## src/rtl/xml_entity_decoder_utf8_defines.svh

```systemverilog
// ----------------------------------------------------------------------------
// XML entity decoder assertion macros
// Shared concurrent assertion forms. They compile away in synthesis.
// ----------------------------------------------------------------------------
`ifndef XML_ENTITY_DECODER_UTF8_DEFINES_SVH
`define XML_ENTITY_DECODER_UTF8_DEFINES_SVH

`ifndef SYNTHESIS

// Same-cycle implication, checked at every rising edge outside reset.
`define XED_ASSERT_IMPLY(lbl, clk, rst_n, ante, cons) \
	lbl: assert property (@(posedge clk) disable iff (!rst_n) (ante) |-> (cons)) \
		else $error("xed assertion failed");

// Next-cycle implication, checked at every rising edge outside reset.
`define XED_ASSERT_NEXT(lbl, clk, rst_n, ante, cons) \
	lbl: assert property (@(posedge clk) disable iff (!rst_n) (ante) |=> (cons)) \
		else $error("xed assertion failed");

`else

`define XED_ASSERT_IMPLY(lbl, clk, rst_n, ante, cons)

`define XED_ASSERT_NEXT(lbl, clk, rst_n, ante, cons)

`endif

`endif

```

## src/rtl/xed_pkg.sv

```systemverilog
// ----------------------------------------------------------------------------
// XML entity decoder package
// Shared types, character codes, entity name table and UTF-8 encoder.
// ----------------------------------------------------------------------------
`default_nettype none

package xed_pkg;

	// Most result bytes one input byte can cause.
	localparam int unsigned MAX_RUN = 6;
	// Default depth of the command queue between front and back.
	localparam int unsigned XED_FIFO_DEPTH = 4;

	localparam logic [20:0] CODE_MAX = 21'h10FFFF;

	localparam logic [7:0] CH_AMP  = 8'h26;
	localparam logic [7:0] CH_SEMI = 8'h3B;
	localparam logic [7:0] CH_HASH = 8'h23;
	localparam logic [7:0] CH_X    = 8'h78;

	typedef logic [7:0] byte_t;
	typedef logic [3:0] node_t;

	// A run of up to six bytes with its length.
	typedef struct packed {
		byte_t [MAX_RUN-1:0] data;
		logic  [2:0]         len;
	} seg_t;

	// Everything one input byte produces. A count of zero is a bare end marker.
	typedef struct packed {
		byte_t [MAX_RUN-1:0] data;
		logic  [2:0]         count;
		logic                is_end;
	} cmd_t;

	// Successor in the entity name trie; zero means no match.
	function automatic node_t next_node(node_t cur, byte_t b);
		node_t nx;
		nx = 4'd0;
		case (cur)
			4'd0: begin
				if (b == "a") nx = 4'd1;
				else if (b == "l") nx = 4'd7;
				else if (b == "g") nx = 4'd9;
				else if (b == "q") nx = 4'd11;
			end
			4'd1: begin
				if (b == "m") nx = 4'd2;
				else if (b == "p") nx = 4'd4;
			end
			4'd2:  if (b == "p") nx = 4'd3;
			4'd4:  if (b == "o") nx = 4'd5;
			4'd5:  if (b == "s") nx = 4'd6;
			4'd7:  if (b == "t") nx = 4'd8;
			4'd9:  if (b == "t") nx = 4'd10;
			4'd11: if (b == "u") nx = 4'd12;
			4'd12: if (b == "o") nx = 4'd13;
			4'd13: if (b == "t") nx = 4'd14;
			default: nx = 4'd0;
		endcase
		return nx;
	endfunction

	// Character a complete entity name stands for; zero if not complete.
	function automatic byte_t node_char(node_t n);
		byte_t c;
		case (n)
			4'd3:    c = 8'h26;
			4'd6:    c = 8'h27;
			4'd8:    c = 8'h3C;
			4'd10:   c = 8'h3E;
			4'd14:   c = 8'h22;
			default: c = 8'h00;
		endcase
		return c;
	endfunction

	// The '&' and the held name prefix, replayed as plain bytes.
	function automatic seg_t name_flush(node_t n);
		seg_t s;
		s = '0;
		s.data[0] = CH_AMP;
		s.len = 3'd1;
		case (n)
			4'd1:  begin s.data[1] = "a"; s.len = 3'd2; end
			4'd2:  begin s.data[1] = "a"; s.data[2] = "m"; s.len = 3'd3; end
			4'd3:  begin
				s.data[1] = "a"; s.data[2] = "m"; s.data[3] = "p"; s.len = 3'd4;
			end
			4'd4:  begin s.data[1] = "a"; s.data[2] = "p"; s.len = 3'd3; end
			4'd5:  begin
				s.data[1] = "a"; s.data[2] = "p"; s.data[3] = "o"; s.len = 3'd4;
			end
			4'd6:  begin
				s.data[1] = "a"; s.data[2] = "p"; s.data[3] = "o"; s.data[4] = "s";
				s.len = 3'd5;
			end
			4'd7:  begin s.data[1] = "l"; s.len = 3'd2; end
			4'd8:  begin s.data[1] = "l"; s.data[2] = "t"; s.len = 3'd3; end
			4'd9:  begin s.data[1] = "g"; s.len = 3'd2; end
			4'd10: begin s.data[1] = "g"; s.data[2] = "t"; s.len = 3'd3; end
			4'd11: begin s.data[1] = "q"; s.len = 3'd2; end
			4'd12: begin s.data[1] = "q"; s.data[2] = "u"; s.len = 3'd3; end
			4'd13: begin
				s.data[1] = "q"; s.data[2] = "u"; s.data[3] = "o"; s.len = 3'd4;
			end
			4'd14: begin
				s.data[1] = "q"; s.data[2] = "u"; s.data[3] = "o"; s.data[4] = "t";
				s.len = 3'd5;
			end
			default: s.len = 3'd1;
		endcase
		return s;
	endfunction

	// UTF-8 form of a code point; an empty run for zero or out-of-range values.
	function automatic seg_t utf8_encode(logic [20:0] c);
		seg_t s;
		s = '0;
		if (c == 21'd0 || c > CODE_MAX) begin
			s.len = 3'd0;
		end else if (c < 21'h80) begin
			s.data[0] = {1'b0, c[6:0]};
			s.len = 3'd1;
		end else if (c < 21'h800) begin
			s.data[0] = {3'b110, c[10:6]};
			s.data[1] = {2'b10, c[5:0]};
			s.len = 3'd2;
		end else if (c < 21'h10000) begin
			s.data[0] = {4'b1110, c[15:12]};
			s.data[1] = {2'b10, c[11:6]};
			s.data[2] = {2'b10, c[5:0]};
			s.len = 3'd3;
		end else begin
			s.data[0] = {5'b11110, c[20:18]};
			s.data[1] = {2'b10, c[17:12]};
			s.data[2] = {2'b10, c[11:6]};
			s.data[3] = {2'b10, c[5:0]};
			s.len = 3'd4;
		end
		return s;
	endfunction

	// Digit value with a valid flag in the top bit.
	function automatic logic [4:0] digit_value(byte_t b, logic hex);
		logic [4:0] d;
		d = 5'd0;
		if (b >= "0" && b <= "9")
			d = {1'b1, b[3:0]};
		else if (hex && ((b >= "a" && b <= "f") || (b >= "A" && b <= "F")))
			d = {1'b1, 4'(b[3:0] + 4'd9)};
		return d;
	endfunction

endpackage

`default_nettype wire

```

## src/rtl/xed_front.sv

```systemverilog
// ----------------------------------------------------------------------------
// XML entity decoder front end
// Tracks entity and numeric reference state and turns each byte into a command.
// ----------------------------------------------------------------------------
`default_nettype none

`include "xml_entity_decoder_utf8_defines.svh"

module xed_front import xed_pkg::*; (
	input  logic  clk,
	input  logic  arst_n,
	input  logic  take,
	input  byte_t in_byte,
	input  logic  last_byte,
	output cmd_t  cmd,
	output logic  cmd_valid
);

	localparam logic [1:0] MODE_PLAIN = 2'd0;
	localparam logic [1:0] MODE_NAME  = 2'd1;
	localparam logic [1:0] MODE_NUM   = 2'd2;

	logic [1:0]  mode_q, mode_n;
	node_t       node_q, node_n;
	logic [20:0] code_q, code_n;
	logic        hex_q, hex_n;
	logic        first_q, first_n;
	logic        stopped_q, stopped_n;
	logic        big_q, big_n;

	node_t       nx;
	byte_t       ch;
	logic [4:0]  dig;
	logic [24:0] scaled;
	logic [24:0] prod;
	seg_t        seg1, seg2, enc;
	logic        single_en;
	byte_t       single_b;
	logic        semi_num;
	logic        code_emit;
	logic [20:0] emit_val;
	logic        emit_big;
	logic [2:0]  total;
	logic [2:0]  k;

	always_comb begin
		nx     = next_node(node_q, in_byte);
		ch     = node_char(node_q);
		dig    = digit_value(in_byte, hex_q);
		scaled = hex_q ? ({4'b0, code_q} << 4)
			: (({4'b0, code_q} << 3) + ({4'b0, code_q} << 1));
		prod   = scaled + {21'b0, dig[3:0]};
	end

	always_comb begin
		mode_n    = mode_q;
		node_n    = node_q;
		code_n    = code_q;
		hex_n     = hex_q;
		first_n   = first_q;
		stopped_n = stopped_q;
		big_n     = big_q;
		seg1      = '0;
		single_en = 1'b0;
		single_b  = in_byte;
		semi_num  = 1'b0;
		case (mode_q)
			MODE_NAME: begin
				if (node_q == 4'd0 && in_byte == CH_HASH) begin
					code_n    = '0;
					hex_n     = 1'b0;
					stopped_n = 1'b0;
					big_n     = 1'b0;
					first_n   = 1'b1;
					mode_n    = MODE_NUM;
				end else if (in_byte == CH_SEMI && ch != 8'h00) begin
					single_en = 1'b1;
					single_b  = ch;
					mode_n    = MODE_PLAIN;
					node_n    = 4'd0;
				end else if (nx != 4'd0) begin
					node_n = nx;
				end else begin
					// Unknown name: replay the prefix, then treat the byte as fresh text.
					seg1   = name_flush(node_q);
					node_n = 4'd0;
					if (in_byte == CH_AMP) begin
						mode_n = MODE_NAME;
					end else begin
						mode_n    = MODE_PLAIN;
						single_en = 1'b1;
					end
				end
			end
			MODE_NUM: begin
				if (in_byte == CH_SEMI) begin
					semi_num  = 1'b1;
					mode_n    = MODE_PLAIN;
					code_n    = '0;
					hex_n     = 1'b0;
					first_n   = 1'b0;
					stopped_n = 1'b0;
					big_n     = 1'b0;
				end else if (first_q && in_byte == CH_X) begin
					first_n = 1'b0;
					hex_n   = 1'b1;
				end else begin
					first_n = 1'b0;
					if (!stopped_q) begin
						if (!dig[4]) begin
							stopped_n = 1'b1;
						end else if (!big_q) begin
							if (prod > {4'b0, CODE_MAX})
								big_n = 1'b1;
							else
								code_n = prod[20:0];
						end
					end
				end
			end
			default: begin
				if (in_byte == CH_AMP) begin
					mode_n = MODE_NAME;
					node_n = 4'd0;
				end else begin
					mode_n    = MODE_PLAIN;
					single_en = 1'b1;
				end
			end
		endcase
	end

	// Second run: a single byte, an encoded code point or the end-of-string flush.
	always_comb begin
		emit_val  = semi_num ? code_q : code_n;
		emit_big  = semi_num ? big_q : big_n;
		code_emit = semi_num || (last_byte && mode_n == MODE_NUM);
		enc       = utf8_encode(emit_val);
		if (emit_big)
			enc.len = 3'd0;
		seg2 = '0;
		if (single_en) begin
			seg2.data[0] = single_b;
			seg2.len     = 3'd1;
		end else if (code_emit) begin
			seg2 = enc;
		end else if (last_byte && mode_n == MODE_NAME) begin
			seg2 = name_flush(node_n);
		end
		total = seg1.len + seg2.len;
	end

	always_comb begin
		cmd = '0;
		for (int i = 0; i < MAX_RUN; i++) begin
			k = 3'(i) - seg1.len;
			if (3'(i) < seg1.len)
				cmd.data[i] = seg1.data[i];
			else if (k < seg2.len)
				cmd.data[i] = seg2.data[k];
		end
		cmd.count = total;
		cmd.is_end = last_byte;
		cmd_valid = take && (total != 3'd0 || last_byte);
	end

	always_ff @(posedge clk or negedge arst_n) begin
		if (!arst_n) begin
			mode_q    <= MODE_PLAIN;
			node_q    <= 4'd0;
			code_q    <= '0;
			hex_q     <= 1'b0;
			first_q   <= 1'b0;
			stopped_q <= 1'b0;
			big_q     <= 1'b0;
		end else if (take) begin
			if (last_byte) begin
				mode_q    <= MODE_PLAIN;
				node_q    <= 4'd0;
				code_q    <= '0;
				hex_q     <= 1'b0;
				first_q   <= 1'b0;
				stopped_q <= 1'b0;
				big_q     <= 1'b0;
			end else begin
				mode_q    <= mode_n;
				node_q    <= node_n;
				code_q    <= code_n;
				hex_q     <= hex_n;
				first_q   <= first_n;
				stopped_q <= stopped_n;
				big_q     <= big_n;
			end
		end
	end

	`XED_ASSERT_NEXT(a_end_clears_state, clk, arst_n, take && last_byte, mode_q == MODE_PLAIN && node_q == 4'd0 && code_q == 21'd0)
	`XED_ASSERT_IMPLY(a_null_only_at_end, clk, arst_n, cmd_valid && cmd.count == 3'd0, cmd.is_end)
	`XED_ASSERT_IMPLY(a_run_fits, clk, arst_n, cmd_valid, cmd.count <= 3'd6)

endmodule

`default_nettype wire

```

## src/rtl/xed_fifo.sv

```systemverilog
// ----------------------------------------------------------------------------
// XML entity decoder command queue
// Small register queue of commands between the front and back ends.
// ----------------------------------------------------------------------------
`default_nettype none

module xed_fifo import xed_pkg::*; #(
	parameter int unsigned DEPTH = XED_FIFO_DEPTH
) (
	input  logic clk,
	input  logic arst_n,
	input  logic push,
	input  cmd_t wdata,
	output logic full,
	input  logic pop,
	output cmd_t rdata,
	output logic empty
);

	localparam int unsigned AW = (DEPTH > 1) ? $clog2(DEPTH) : 1;
	localparam int unsigned CW = $clog2(DEPTH + 1);

	cmd_t          mem_q [DEPTH];
	logic [AW-1:0] wr_ptr_q, rd_ptr_q;
	logic [CW-1:0] cnt_q;
	logic          do_push, do_pop;

	assign full    = (cnt_q == CW'(DEPTH));
	assign empty   = (cnt_q == '0);
	assign do_push = push && !full;
	assign do_pop  = pop && !empty;
	assign rdata   = mem_q[rd_ptr_q];

	always_ff @(posedge clk) begin
		if (do_push)
			mem_q[wr_ptr_q] <= wdata;
	end

	always_ff @(posedge clk or negedge arst_n) begin
		if (!arst_n) begin
			wr_ptr_q <= '0;
			rd_ptr_q <= '0;
			cnt_q    <= '0;
		end else begin
			if (do_push)
				wr_ptr_q <= (wr_ptr_q == AW'(DEPTH - 1)) ? '0 : wr_ptr_q + AW'(1);
			if (do_pop)
				rd_ptr_q <= (rd_ptr_q == AW'(DEPTH - 1)) ? '0 : rd_ptr_q + AW'(1);
			if (do_push && !do_pop)
				cnt_q <= cnt_q + CW'(1);
			else if (do_pop && !do_push)
				cnt_q <= cnt_q - CW'(1);
		end
	end

endmodule

`default_nettype wire

```

## src/rtl/xed_back.sv

```systemverilog
// ----------------------------------------------------------------------------
// XML entity decoder back end
// Plays out one queued command as a run of result bytes, one per transaction.
// ----------------------------------------------------------------------------
`default_nettype none

`include "xml_entity_decoder_utf8_defines.svh"

module xed_back import xed_pkg::*; (
	input  logic  clk,
	input  logic  arst_n,
	input  cmd_t  fifo_data,
	input  logic  fifo_empty,
	output logic  fifo_pop,
	input  logic  pop,
	output logic  empty,
	output byte_t out_byte,
	output logic  byte_valid,
	output logic  string_end,
	output logic  run_last
);

	cmd_t       cur_q;
	logic       cur_valid_q;
	logic [2:0] idx_q;
	logic       at_last;
	logic       finish;

	assign at_last  = (cur_q.count == 3'd0) || (idx_q == cur_q.count - 3'd1);
	assign finish   = cur_valid_q && pop && at_last;
	assign fifo_pop = (!cur_valid_q || finish) && !fifo_empty;

	assign empty      = !cur_valid_q;
	assign byte_valid = (cur_q.count != 3'd0);
	assign out_byte   = byte_valid ? cur_q.data[idx_q] : 8'h00;
	assign run_last   = at_last;
	assign string_end = at_last && cur_q.is_end;

	always_ff @(posedge clk) begin
		if (fifo_pop)
			cur_q <= fifo_data;
	end

	always_ff @(posedge clk or negedge arst_n) begin
		if (!arst_n) begin
			cur_valid_q <= 1'b0;
			idx_q       <= 3'd0;
		end else if (fifo_pop) begin
			cur_valid_q <= 1'b1;
			idx_q       <= 3'd0;
		end else if (finish) begin
			cur_valid_q <= 1'b0;
		end else if (cur_valid_q && pop) begin
			idx_q <= idx_q + 3'd1;
		end
	end

	`XED_ASSERT_IMPLY(a_idx_in_run, clk, arst_n, cur_valid_q && cur_q.count != 3'd0, idx_q < cur_q.count)
	`XED_ASSERT_NEXT(a_hold_when_stalled, clk, arst_n, cur_valid_q && !pop, cur_valid_q && $stable(idx_q))

endmodule

`default_nettype wire

```

## src/rtl/xml_entity_decoder_utf8.sv

```systemverilog
// ----------------------------------------------------------------------------
// XML entity decoder with UTF-8 output
// Decodes named entities and numeric character references in a byte stream.
// ----------------------------------------------------------------------------
//
// Channel   Direction  Handshake                  Payload
// input     in         push / full                in_byte, last_byte
// result    out        empty / pop                out_byte, byte_valid,
//                                                 string_end, run_last
//
// One input transaction is taken per cycle while the command queue has room.
// Each input byte queues at most one command of zero to six result bytes;
// the back end plays it out at one result per cycle while pop is high, so
// the result port sets the sustained rate. A byte's first result shows once
// the back end loads its command. When pop is held low the queue of FIFO_DEPTH
// commands fills and full rises. Reset clears the decoder state and the queue.
// ----------------------------------------------------------------------------
`default_nettype none

module xml_entity_decoder_utf8 import xed_pkg::*; #(
	parameter int unsigned FIFO_DEPTH = XED_FIFO_DEPTH
) (
	input  logic       clk,
	input  logic       arst_n,
	input  logic       push,
	output logic       full,
	input  logic [7:0] in_byte,
	input  logic       last_byte,
	output logic       empty,
	input  logic       pop,
	output logic [7:0] out_byte,
	output logic       byte_valid,
	output logic       string_end,
	output logic       run_last
);

	// Front end: the decoder state advances on every accepted transaction.
	logic take;
	cmd_t front_cmd;
	logic front_cmd_valid;

	// Command queue between the two halves.
	logic fifo_full;
	logic fifo_empty;
	logic fifo_pop;
	cmd_t fifo_data;

	assign full = fifo_full;
	assign take = push && !fifo_full;

	xed_front u_front (
		.clk       (clk),
		.arst_n    (arst_n),
		.take      (take),
		.in_byte   (in_byte),
		.last_byte (last_byte),
		.cmd       (front_cmd),
		.cmd_valid (front_cmd_valid)
	);

	// Bytes that yield nothing and are not the end of a string push nothing.
	xed_fifo #(
		.DEPTH (FIFO_DEPTH)
	) u_fifo (
		.clk    (clk),
		.arst_n (arst_n),
		.push   (front_cmd_valid),
		.wdata  (front_cmd),
		.full   (fifo_full),
		.pop    (fifo_pop),
		.rdata  (fifo_data),
		.empty  (fifo_empty)
	);

	// Back end: the command it holds acts as the output register.
	xed_back u_back (
		.clk        (clk),
		.arst_n     (arst_n),
		.fifo_data  (fifo_data),
		.fifo_empty (fifo_empty),
		.fifo_pop   (fifo_pop),
		.pop        (pop),
		.empty      (empty),
		.out_byte   (out_byte),
		.byte_valid (byte_valid),
		.string_end (string_end),
		.run_last   (run_last)
	);

endmodule

`default_nettype wire
```

## config.mk

```make
export PLATFORM = sky130hd
export DESIGN_NAME = xml_entity_decoder_utf8
export DESIGN_NICKNAME = d
export VERILOG_FILES = /design/src/rtl/xed_pkg.sv /design/src/rtl/xed_front.sv /design/src/rtl/xed_fifo.sv /design/src/rtl/xed_back.sv /design/src/rtl/xml_entity_decoder_utf8.sv
export VERILOG_INCLUDE_DIRS = /design/src /design/src/rtl
export SDC_FILE = /design/constraint.sdc
export NUM_CORES = 1
export LEC_CHECK = 0
export ABC_AREA = 1
export BUFFER_PORTS_ARGS = -buffer_cell sky130_fd_sc_hd__buf_2
export CAP_MARGIN = 40
export CORE_MARGIN = 4
export CORE_UTILIZATION = 60
export DETAILED_ROUTE_END_ITERATION = 16
export GPL_TIMING_DRIVEN = 0
export PLACE_DENSITY = 0.87
export SLEW_MARGIN = 20
export SYNTH_ARGS = -nofsm -noshare
export SYNTH_HDL_FRONTEND = slang
export SYNTH_SLANG_ARGS = --single-unit
```

## constraint.sdc

```tcl
create_clock -name clk -period 10.17 [get_ports clk]
set_input_delay 0 -clock clk [delete_from_list [all_inputs] [get_ports clk]]
set_output_delay 0 -clock clk [all_outputs]
set_load 0.03 [all_outputs]
```

==> flow_summary_export.csv, run 1 <==
group,metric,value,unit
status,outcome,"complete, but fails checks",
status,violations,"negative hold slack",
yosys,synth_area_per_cell,8.08,µm²
detailed_routing,first_iter_violations,2557,
critical_path,crit_top_cell,"nand2_1",
cts,cts_max_level,2,
floorplanning,die_y,185,µm
global_routing,grt_max_degree,58,
critical_path,crit_type,"reg2reg",
cts,clkLatencyLatePin,0.52,ns
floorplanning,coreArea,30700,µm²
yosys,synth_top_cell_area_share,41.7,%
power_and_ir_drop,p_clk_share,26.8,%
floorplanning,ioPinCount,26,
critical_path,reg2reg_from,"u_front.hex_q",
detailed_routing,via_count,17600,
critical_path,crit_path_end_kind,"register",
floorplanning,start_util,61.1,%
critical_path,cpPeakStageDelay,0.79,ns
timing,max_freq,104,MHz
power_and_ir_drop,intPower,2.81,mW
critical_path,crit_start,"u_front.hex_q",
power_and_ir_drop,total_leakage_power,8.77,nW
power_and_ir_drop,finalPower,4.42,mW
yosys,seq_area_frac_synth,47.3,%
yosys,synth_cells,2320,
timing,relSlewSlack,34.5,%
timing,period_share,95.0,%
timing,slew_viol_final,0,
cts,cts_inserted_buffers,34,
global_routing,grt_use_total,34.8,%
power_and_ir_drop,p_seq_share,42.1,%
final_layout,register_area,8860,µm²
placed_design,place_area,19600,µm²
critical_path,slowest_stage,"o41ai_2",
floorplanning,std_cell_rows,64,
yosys,synth_edf_count,260,
global_routing,antenna_found_initial,0,
critical_path,regToRegSetupSlack,0.51,ns
critical_path,critPathLaunchType,"register",
timing,rsz0062_at_grt,"no",
critical_path,arrival,10.06,ns
yosys,synth_area,18700,µm²
placed_design,hpwl,44.7,mm
timing,setup_viol,0,
power_and_ir_drop,p_comb_share,31.0,%
detailed_routing,drc,0,
timing,hold_viol,1,
detailed_routing,ant_nets,0,
critical_path,crit_end,"u_fifo.cnt_q[1]",
floorplanning,die_area,34100,µm²
floorplanning,fp.dieW,185,µm
global_routing,first_global_vias,16800,
critical_path,required,10.57,ns
run,maxCapViolations,0,
detailed_routing,vias_per_cell,6.23,
final_layout,multi_input_area,8560,µm²
global_routing,gr-total-overflow,0,
detailed_routing,firstDrtPassIters,5,
cts,postCtsSetupBuffers,0,
cts,cts_root_buf,"clkbuf_16",
yosys,yosys_warnings,0,
final_layout,nFillCells,2450,
final_layout,antenna_cells,0,
worst_hold_path,hp-class,"in2reg",
power_and_ir_drop,power.switching,1.62,mW
yosys,synth_top_cells_by_area,"edfxtp_1, nand2_1, nand3_1",
timing,whs,-0.00766,ns
final_layout,layout.nets,2473,
final_layout,syn_to_final_growth,10.7,%
yosys,syn-num-nets,2393,
yosys,ys.flop_type,"edfxtp_1",
timing,tightest_slew,0.976,ns
yosys,yosysTopAreaCell,"edfxtp_1",
critical_path,crit_fanout,10,
final_layout,layout_common_cells,"nand2_1, edfxtp_1, nor2_1",
worst_hold_path,hold_path_depth,5,
placed_design,place_congestion,1.02,
detailed_routing,routedWlPerCell,21.3,µm
cts,cts_hold_buffers,6,
critical_path,worstReg2RegEnd,"u_fifo.cnt_q[1]",
cts,postCtsResizedCells,0,
power_and_ir_drop,power.share.switching,36.5,%
final_layout,final_common_cell,"nand2_1",
placed_design,portBuffers,25,
power_and_ir_drop,peakVddDrop,0.000189,V
cts,cts_sinks,302,
yosys,ys_async_sr_fraction,13.9,%
yosys,ys_ff_latch,302,
final_layout,final_layout_size_suffix_gt1_share,7.96,%
power_and_ir_drop,powerDensity,213,nW/µm²
final_layout,stdcell_area,20700,µm²
critical_path,r2r_cells,43,
cts,cts_tree,"built",
yosys,ys_types,62,
timing,min_period,9.66,ns
cts,cts_buffer_depth,3,
global_routing,grt_pass1_wl,92.8,mm
detailed_routing,wirelength,60.0,mm
timing,finalClockSkew,0.0205,ns
cts,clk_pin_slew,0.06,ns
-- metrics by stage --
step	util, %	instances	setup slack (ns)	TNS, ns
3_3_place_gp	63.1	2741	-1.93	-395.18
2_1_floorplan	-	2320	1.78	0
6_report	67.6	2820	0.512	0
3_5_place_dp	63.8	2751	0.873	0
5_1_grt	67.6	2820	0.0390	0
4_1_cts	67.5	2817	0.834	0
-- cells in the mapped netlist, drive strengths merged, types with 2 or more instances --
cell / count
inv: 259
o21bai: 24
nand2: 573
a31oi: 8
nor2: 280
a21oi: 84
o211ai: 10
a22oi: 5
fa: 4
xnor2: 6
clkinv: 6
a21boi: 3
a32oi: 4
o22ai: 60
a211oi: 4
nor3: 25
o32ai: 8
o21a: 10
and2: 2
buf: 19
or2: 6
nor4: 3
nand3: 223
clkbuf: 65
o21ai: 200
dfrtp: 42
a2111oi: 2
ha: 56
edfxtp: 260
xor2: 12
nand4: 46
-- flip-flops by register name (all words and copies together), names as in the netlist --
| signal | count |
|---|---|
| u_back.idx_q | 3 |
| u_fifo.cnt_q | 3 |
| u_front.hex_q | 1 |
| u_back.cur_q | 52 |
| u_fifo.rd_ptr_q | 2 |
| u_front.big_q | 1 |
| u_fifo.mem_q | 208 |
| u_front.node_q | 4 |
| u_fifo.wr_ptr_q | 2 |
| u_back.cur_valid_q | 1 |
| u_front.first_q | 1 |
| u_front.code_q | 21 |
| u_front.mode_q | 2 |
| u_front.stopped_q | 1 |
-- worst max-delay path, delay by kind of cell (launching register included) --
| kind | cells | cell delay (ns) |
|---|---|---|
| adder cells (fa/ha/maj) | 4 | 1.62 |
| flip-flops | 1 | 0.49 |
| AND/OR/NAND/NOR | 23 | 3.44 |
| AO/OA/AOI/OAI | 5 | 1.88 |
| multiplexers | 1 | 0.26 |
| buffers and inverters | 10 | 1.81 |
-- how the worst min path moves through the flow --
| stage | from | to |
|---|---|---|
| global placement | arst_n | u_front.first_q |
| finish | push | u_front.big_q |
| detailed placement | arst_n | u_front.stopped_q |
| floorplan | arst_n | u_back.cur_valid_q |
| CTS | in_byte[3] | u_front.hex_q |
| global route | push | u_front.big_q |
-- cell families after synthesis --
family / synth area share, %
AND/OR/NAND/NOR: 27.1
AO/OA/AOI/OAI: 13.3
buffers and inverters: 7.21
flip-flops: 47.3
adder cells (fa/ha/maj): 4.17
XOR/XNOR: 0.882
multiplexers: 0.0601
-- metal layers --
layer  wire [µm]  part of all wire (%)  track usage, %  up-vias
li1            -                     -               -     8059
met1       23000                    38            44.9     8274
met2       28700                    48            58.5     1047
met3        5280                   8.8            5.53      198
met4        3100                   5.2            15.2        0
met5           0                     0               0        -
-- final cells by class --
class | instances | share of cell area (%)
multi-input combinational | 1669 | 41.3
clock inverter | 21 | 0.887
clock buffer | 39 | 4.29
inverter | 265 | 4.81
buffer | 84 | 1.72
sequential | 302 | 42.7
timing repair buffer | 44 | 1.92
tap | 396 | 2.39
-- power by group through the flow --
stage                     combinational, mW  sequential [mW]  clock (mW)
final                                  1.37             1.86        1.19
after detailed placement               1.32             1.88           0
after CTS                              1.35             1.86        1.19
after floorplan                       0.840             1.85           0
after global routing                   1.48             1.88        1.24
after global placement                 1.19             1.90           0
Note: power is estimated with default switching activity, not from simulation.
==> run 2: changes to the inputs <==
--- a/config.mk
+++ b/config.mk
@@ -17,4 +17,5 @@
 export SLEW_MARGIN = 20
 export SYNTH_ARGS = -nofsm -noshare
 export SYNTH_HDL_FRONTEND = slang
+export SYNTH_HIERARCHICAL = 1
 export SYNTH_SLANG_ARGS = --single-unit
==> run 2 against run 1 <==
Effect of this change: the flow now finishes without violations; global-route usage decreased by 1.9 points; clock power decreased by 4%; final cell count increased by 6.7%; critical endpoint is now u_fifo/mem_q[2][49]; total power decreased by 0.97%; register-to-register slack improved by 0.19 ns; die area increased by 4.7%; wire length increased by 0.50%; critical path type unchanged; sequential share of layout area decreased by 2.1 points; combinational power increased by 5%; worst setup slack improved by 0.19 ns; area after synthesis increased by 4.9%; non-clock buffer count increased by 9.
==> flow_summary_export.csv, run 2 <==
group,metric,value,unit
status,outcome,"finished, final reports clean",
run,maxCapViolations,0,
timing,max_freq,106,MHz
floorplanning,die_y,189,µm
power_and_ir_drop,intPower,2.79,mW
cts,cts_buffer_depth,3,
cts,clkLatencyLatePin,0.59,ns
yosys,synth_edf_count,260,
yosys,ys.flop_type,"edfxtp_1",
timing,hold_viol,0,
placed_design,dp_cells,2938,
final_layout,syn_to_final_growth,11.0,%
placed_design,place_congestion,1.06,
timing,finalClockSkew,0.0283,ns
timing,rsz0062_at_grt,"no",
yosys,synth_area_per_cell,8.00,µm²
critical_path,slowest_stage,"nor4_1",
power_and_ir_drop,p_seq_share,41.1,%
global_routing,gr-total-overflow,0,
power_and_ir_drop,power.switching,1.59,mW
cts,clk_pin_slew,0.06,ns
detailed_routing,via_count,18000,
critical_path,crit_family,"simple AND/OR/NAND/NOR gates",
final_layout,utilization,67.3,%
timing,tightest_slew,0.819,ns
detailed_routing,firstDrtPassIters,6,
power_and_ir_drop,p_comb_share,32.8,%
timing,setup_ws,0.698,ns
final_layout,final_layout_size_suffix_gt1_share,11.3,%
yosys,syn-num-nets,2532,
global_routing,grt_use_total,32.9,%
power_and_ir_drop,powerDensity,201,nW/µm²
cts,cts_tree,"built",
yosys,yosysTopAreaCell,"edfxtp_1",
power_and_ir_drop,power.share.switching,36.2,%
critical_path,crit_fanout,24,
floorplanning,std_cell_rows,66,
critical_path,crit_path_end_kind,"register",
global_routing,first_global_vias,17100,
detailed_routing,first_iter_violations,1913,
yosys,synth_commonest_cells,"nand2_1, inv_1, edfxtp_1",
yosys,ys_ff_latch,302,
power_and_ir_drop,peakVddDrop,0.000239,V
detailed_routing,vias_per_cell,5.98,
yosys,ys_types,59,
floorplanning,coreArea,32500,µm²
cts,cts_sinks,302,
placed_design,portBuffers,25,
final_layout,stdcell_area,21800,µm²
yosys,seq_area_frac_synth,45.1,%
cts,cts_inserted_buffers,31,
critical_path,cpPeakStageDelay,0.53,ns
detailed_routing,routedWlPerCell,20.1,µm
critical_path,crit_buf_inv,11,
floorplanning,die_area,35700,µm²
global_routing,grt_max_degree,25,
floorplanning,start_util,60.6,%
timing,period_share,93.1,%
yosys,yosysMostFrequentCell,"nand2_1",
detailed_routing,drc,0,
detailed_routing,wirelength,60.3,mm
placed_design,hpwl,45.1,mm
critical_path,required,10.43,ns
final_layout,layout.nets,2615,
power_and_ir_drop,finalPower,4.38,mW
timing,setup_viol,0,
global_routing,antenna_found_initial,0,
cts,cts_max_level,1,
yosys,synth_cells,2458,
placed_design,place_ws,0.345,ns
final_layout,top_register,"u_fifo/mem_q",
cts,cts_root_buf,"clkbuf_16",
critical_path,crit_type,"reg2reg",
critical_path,critPathLaunchType,"register",
timing,relSlewSlack,45.0,%
yosys,yosys_warnings,6,
yosys,synth_top_cell_area_share,39.7,%
timing,slew_viol_final,0,
floorplanning,fp.dieW,189,µm
critical_path,arrival,9.73,ns
yosys,synth_top_cells_by_area,"edfxtp_1, nand2_1, inv_1",
worst_hold_path,hp-class,"in2reg",
final_layout,layoutNonFillerInstCount,3008,
power_and_ir_drop,total_leakage_power,9.69,nW
detailed_routing,ant_nets,0,
yosys,ys_async_sr_fraction,13.9,%
global_routing,grt_pass1_wl,93.2,mm
final_layout,antenna_cells,0,
final_layout,final_common_cell,"nand2_1",
floorplanning,ioPinCount,26,
timing,tns,0,ns
final_layout,reg_top3,"u_fifo/mem_q (208), u_back/cur_q (52), u_front/code_q (21)",
timing,min_period,9.47,ns
yosys,synth_area,19700,µm²
critical_path,crit_top_cell,"nand2_1",
placed_design,place_area,20700,µm²
power_and_ir_drop,p_clk_share,26.1,%
final_layout,largest_reg_flops,208,
timing,whs,0.0393,ns
final_layout,layout_common_cells,"nand2_1, inv_1, edfxtp_1",
## run 2: cell types whose count changed after synthesis, moves of 37 or more
| cell | change |
|---|---|
| o21ai_0 | -99 |
| o211ai_1 | +103 |
| nor2_1 | -109 |
| buf_2 | +37 |
| clkbuf_1 | -47 |
| o22ai_1 | -38 |
| nand2_1 | +148 |
| inv_1 | +100 |
## run 2: per-layer routing
| metal | GRT usage, % | vias to the layer above | part of all wire [%] |
|---|---|---|---|
| li1 | - | 8398 | - |
| met1 | 42.2 | 8478 | 39 |
| met2 | 58.0 | 972 | 49 |
| met3 | 4.04 | 144 | 8.4 |
| met4 | 11.4 | 0 | 3.7 |
| met5 | 0 | - | 0 |
## run 2: cells by family (layout without fill, tap and decap cells)
group                    count (synthesis)  count (layout)  share of synthesized area [%]
AO/OA/AOI/OAI                          384             384                           12.4
AND/OR/NAND/NOR                       1233            1233                           28.1
adder cells (fa/ha/maj)                 61              61                           4.04
flip-flops                             302             302                           45.1
buffers and inverters                  464             572                           9.73
XOR/XNOR                                14              14                          0.662
## run 2: final cells by class
class | count | area (µm²)
fill | 2621 | 10600
multi-input combinational | 1692 | 8930
sequential | 302 | 8860
inverter | 377 | 1420
clock buffer | 38 | 812
tap | 442 | 553
timing repair buffer | 50 | 544
buffer | 87 | 489
clock inverter | 20 | 215
## run 2: power groups by stage
stage,clock network (mW),registers (mW),logic (mW)
global route,1.20,1.82,1.56
floorplan,0,1.80,0.898
CTS,1.15,1.80,1.41
detailed placement,0,1.82,1.39
global placement,0,1.84,1.25
finish,1.14,1.80,1.44
## run 2: what timing repair did
| action | CTS | global route |
|---|---|---|
| hold buffers | 8 | 0 |
| endpoints found under the setup margin | 0 | 121 |
| buffers inserted | 0 | 2 |
| endpoints found under the hold margin | 53 | 0 |
| gates resized for setup | 0 | 2 |
## run 2: final timing paths
kind / start / endpoint / slack (ns) / cells after the start
max in group asynchronous: arst_n / u_front/code_q[7] / 8.56 / 5
max: u_front/hex_q / u_fifo/mem_q[2][49] / 0.70 / 46
min reg2reg: u_front/stopped_q / u_front/stopped_q / 0.51 / 2
min in group asynchronous: arst_n / u_front/code_q[13] / 0.49 / 4
max reg2reg: u_front/hex_q / u_fifo/mem_q[2][49] / 0.70 / 46
min: in_byte[3] / u_front/stopped_q / 0.04 / 7
## run 2: worst reg2reg max path, delay by kind of cell, from the launching register on
kind | cells | cell delay, ns
fa+ha+maj | 3 | 1.16
compound gates | 5 | 1.02
flops | 1 | 0.34
xor+xnor | 1 | 0.49
simple gates | 26 | 4.32
buf+inv | 11 | 1.84
==> run 3: changes to the inputs <==
--- a/config.mk
+++ b/config.mk
@@ -10,10 +10,10 @@
 export BUFFER_PORTS_ARGS = -buffer_cell sky130_fd_sc_hd__buf_2
 export CAP_MARGIN = 40
 export CORE_MARGIN = 4
-export CORE_UTILIZATION = 60
+export CORE_UTILIZATION = 40
 export DETAILED_ROUTE_END_ITERATION = 16
 export GPL_TIMING_DRIVEN = 0
-export PLACE_DENSITY = 0.87
+export PLACE_DENSITY = 0.66
 export SLEW_MARGIN = 20
 export SYNTH_ARGS = -nofsm -noshare
 export SYNTH_HDL_FRONTEND = slang
==> run 3 against run 2 <==
Effect of this change: total power up 2.2%; combinational power barely moved; utilization fell by 21 points; sequential power about the same; final cell count is 7.2% higher; critical path depth unchanged; clock skew rose by 0.0036 ns; worst setup slack better by 0.11 ns; worst hold slack got worse by 0.033 ns; sequential share of layout area decreased by 0.60 points; clock-buffer cell count up 4; via count is 3.3% lower.
==> flow_summary_export.csv, run 3 (synthesis results as in run 2) <==
group,metric,value,unit
status,outcome,"finished, final reports clean",
floorplanning,start_util,40.8,%
critical_path,arrival,9.60,ns
final_layout,antenna_cells,0,
worst_hold_path,hp-class,"in2async",
global_routing,grt_use_total,22.6,%
cts,cts_buffer_depth,3,
power_and_ir_drop,powerDensity,202,nW/µm²
detailed_routing,first_iter_violations,1676,
detailed_routing,wirelength,60.6,mm
timing,tightest_slew,0.958,ns
global_routing,first_global_vias,16900,
placed_design,place_area,20900,µm²
timing,rsz0062_at_grt,"no",
detailed_routing,routedWlPerCell,18.8,µm
critical_path,crit_type,"reg2reg",
critical_path,crit_start,"u_front/hex_q",
power_and_ir_drop,peakVddDrop,0.000104,V
placed_design,place_ws,0.617,ns
cts,cts_max_level,2,
final_layout,top_register,"u_fifo/mem_q",
cts,cts_tree,"built",
final_layout,stdcell_area,22200,µm²
final_layout,layout.nets,2619,
power_and_ir_drop,finalPower,4.48,mW
floorplanning,std_cell_rows,80,
critical_path,required,10.41,ns
global_routing,antenna_found_initial,0,
detailed_routing,vias_per_cell,5.39,
timing,min_period,9.37,ns
timing,max_freq,107,MHz
floorplanning,die_area,52800,µm²
cts,cts_inserted_buffers,35,
placed_design,dp_cells,3149,
final_layout,layoutNonFillerInstCount,3225,
cts,cts_sinks,302,
detailed_routing,via_count,17400,
final_layout,layout_common_cells,"nand2_1, inv_1, edfxtp_1",
critical_path,critPathLaunchType,"register",
final_layout,syn_to_final_growth,12.7,%
detailed_routing,drc,0,
floorplanning,ioPinCount,26,
placed_design,hpwl,46.8,mm
final_layout,final_layout_size_suffix_gt1_share,11.5,%
timing,slew_viol_final,0,
floorplanning,coreArea,48100,µm²
critical_path,reg2reg_from,"u_front/hex_q",
global_routing,grt_max_degree,43,
critical_path,crit_path_end_kind,"register",
final_layout,largest_reg_flops,208,
cts,clkLatencyLatePin,0.56,ns
final_layout,reg_top3,"u_fifo/mem_q (208), u_back/cur_q (52), u_front/code_q (21)",
floorplanning,die_y,230,µm
detailed_routing,firstDrtPassIters,6,
final_layout,final_common_cell,"nand2_1",
cts,cts_root_buf,"clkbuf_16",
critical_path,crit_top_cell,"nand2_1",
placed_design,portBuffers,25,
timing,setup_viol,0,
global_routing,gr-total-overflow,0,
run,maxCapViolations,0,
timing,relSlewSlack,36.1,%
detailed_routing,ant_nets,0,
floorplanning,fp.dieW,230,µm
timing,setup_ws,0.803,ns
critical_path,slowest_stage,"xor2_1",
timing,finalClockSkew,0.0319,ns
cts,clk_pin_slew,0.06,ns
critical_path,cpPeakStageDelay,0.56,ns
critical_path,crit_fanout,23,
placed_design,place_congestion,0.978,
global_routing,grt_pass1_wl,94.4,mm
power_and_ir_drop,total_leakage_power,9.72,nW
timing,period_share,92.1,%
timing,hold_viol,0,
## run 3: changes by cell type in the layout (fill, tap and decap cells not counted), sizes merged
cell	delta
dlygate4sd3	-3
inv	-2
clkbuf	+4
bufinv	-1
clkinvlp	+2
buf	+3
## run 3: worst paths after layout
check                      slack (ns)                   to  cells past startpoint
setup reg to reg                 0.80  u_fifo/mem_q[2][42]                     46
max in group asynchronous        9.68      u_back/idx_q[2]                      2
setup / recovery                 0.80  u_fifo/mem_q[2][42]                     46
hold reg to reg                  0.52      u_fifo/cnt_q[2]                      2
hold / removal                  0.007   u_front/code_q[19]                      2
min in group clk                 0.04    u_front/stopped_q                      7
## run 3: stage by stage
step / hold WS [ns] / setup TNS [ns] / util (%)
floorplan: -0.296 / 0 / -
global placement: 0.285 / -487.21 / 42.8
detailed placement: 0.0698 / 0 / 43.4
CTS: 0.0230 / 0 / 45.8
global route: 0.0697 / 0 / 46.0
finish: 0.00678 / 0 / 46.0
## run 3: what timing repair did
action,CTS,global route
hold endpoints to repair,53,0
gates resized for setup,0,1
buffers inserted,0,9
endpoints found under the setup margin,0,73
hold buffers,5,0
## run 3: worst max-delay path: cells and delay by family, from the launching register on
family	cells	cell delay, ns
adders and majority gates	3	1.08
DFF	1	0.34
buffers and inverters	11	1.72
AOI/OAI and AO/OA	5	1.00
and+or+nand+nor	26	4.27
xor gates and xnor gates	1	0.56
## run 3: report_power, final
| group | leakage (nW) | switching (mW) | internal (mW) |
|---|---|---|---|
| Combinational | 6.19 | 0.998 | 0.444 |
| Sequential | 2.97 | 0.0954 | 1.70 |
| Clock | 0.547 | 0.524 | 0.712 |
| Total | 9.72 | 1.62 | 2.86 |
## run 3: final cells by class
| cell class | instances | area [µm²] |
|---|---|---|
| sequential | 302 | 8860 |
| fill | 4692 | 26000 |
| multi-input combinational | 1692 | 8920 |
| clock inverter | 19 | 220 |
| buffer | 87 | 489 |
| inverter | 377 | 1420 |
| tap | 656 | 821 |
| timing repair buffer | 50 | 495 |
| clock buffer | 42 | 922 |
## run 3: routing by layer
metal	up-vias	GRT usage, %	share of wire (%)
li1	8392	-	-
met1	8267	28.2	41
met2	597	40.0	49
met3	135	2.45	5.1
met4	0	9.15	4.4
met5	-	0	0
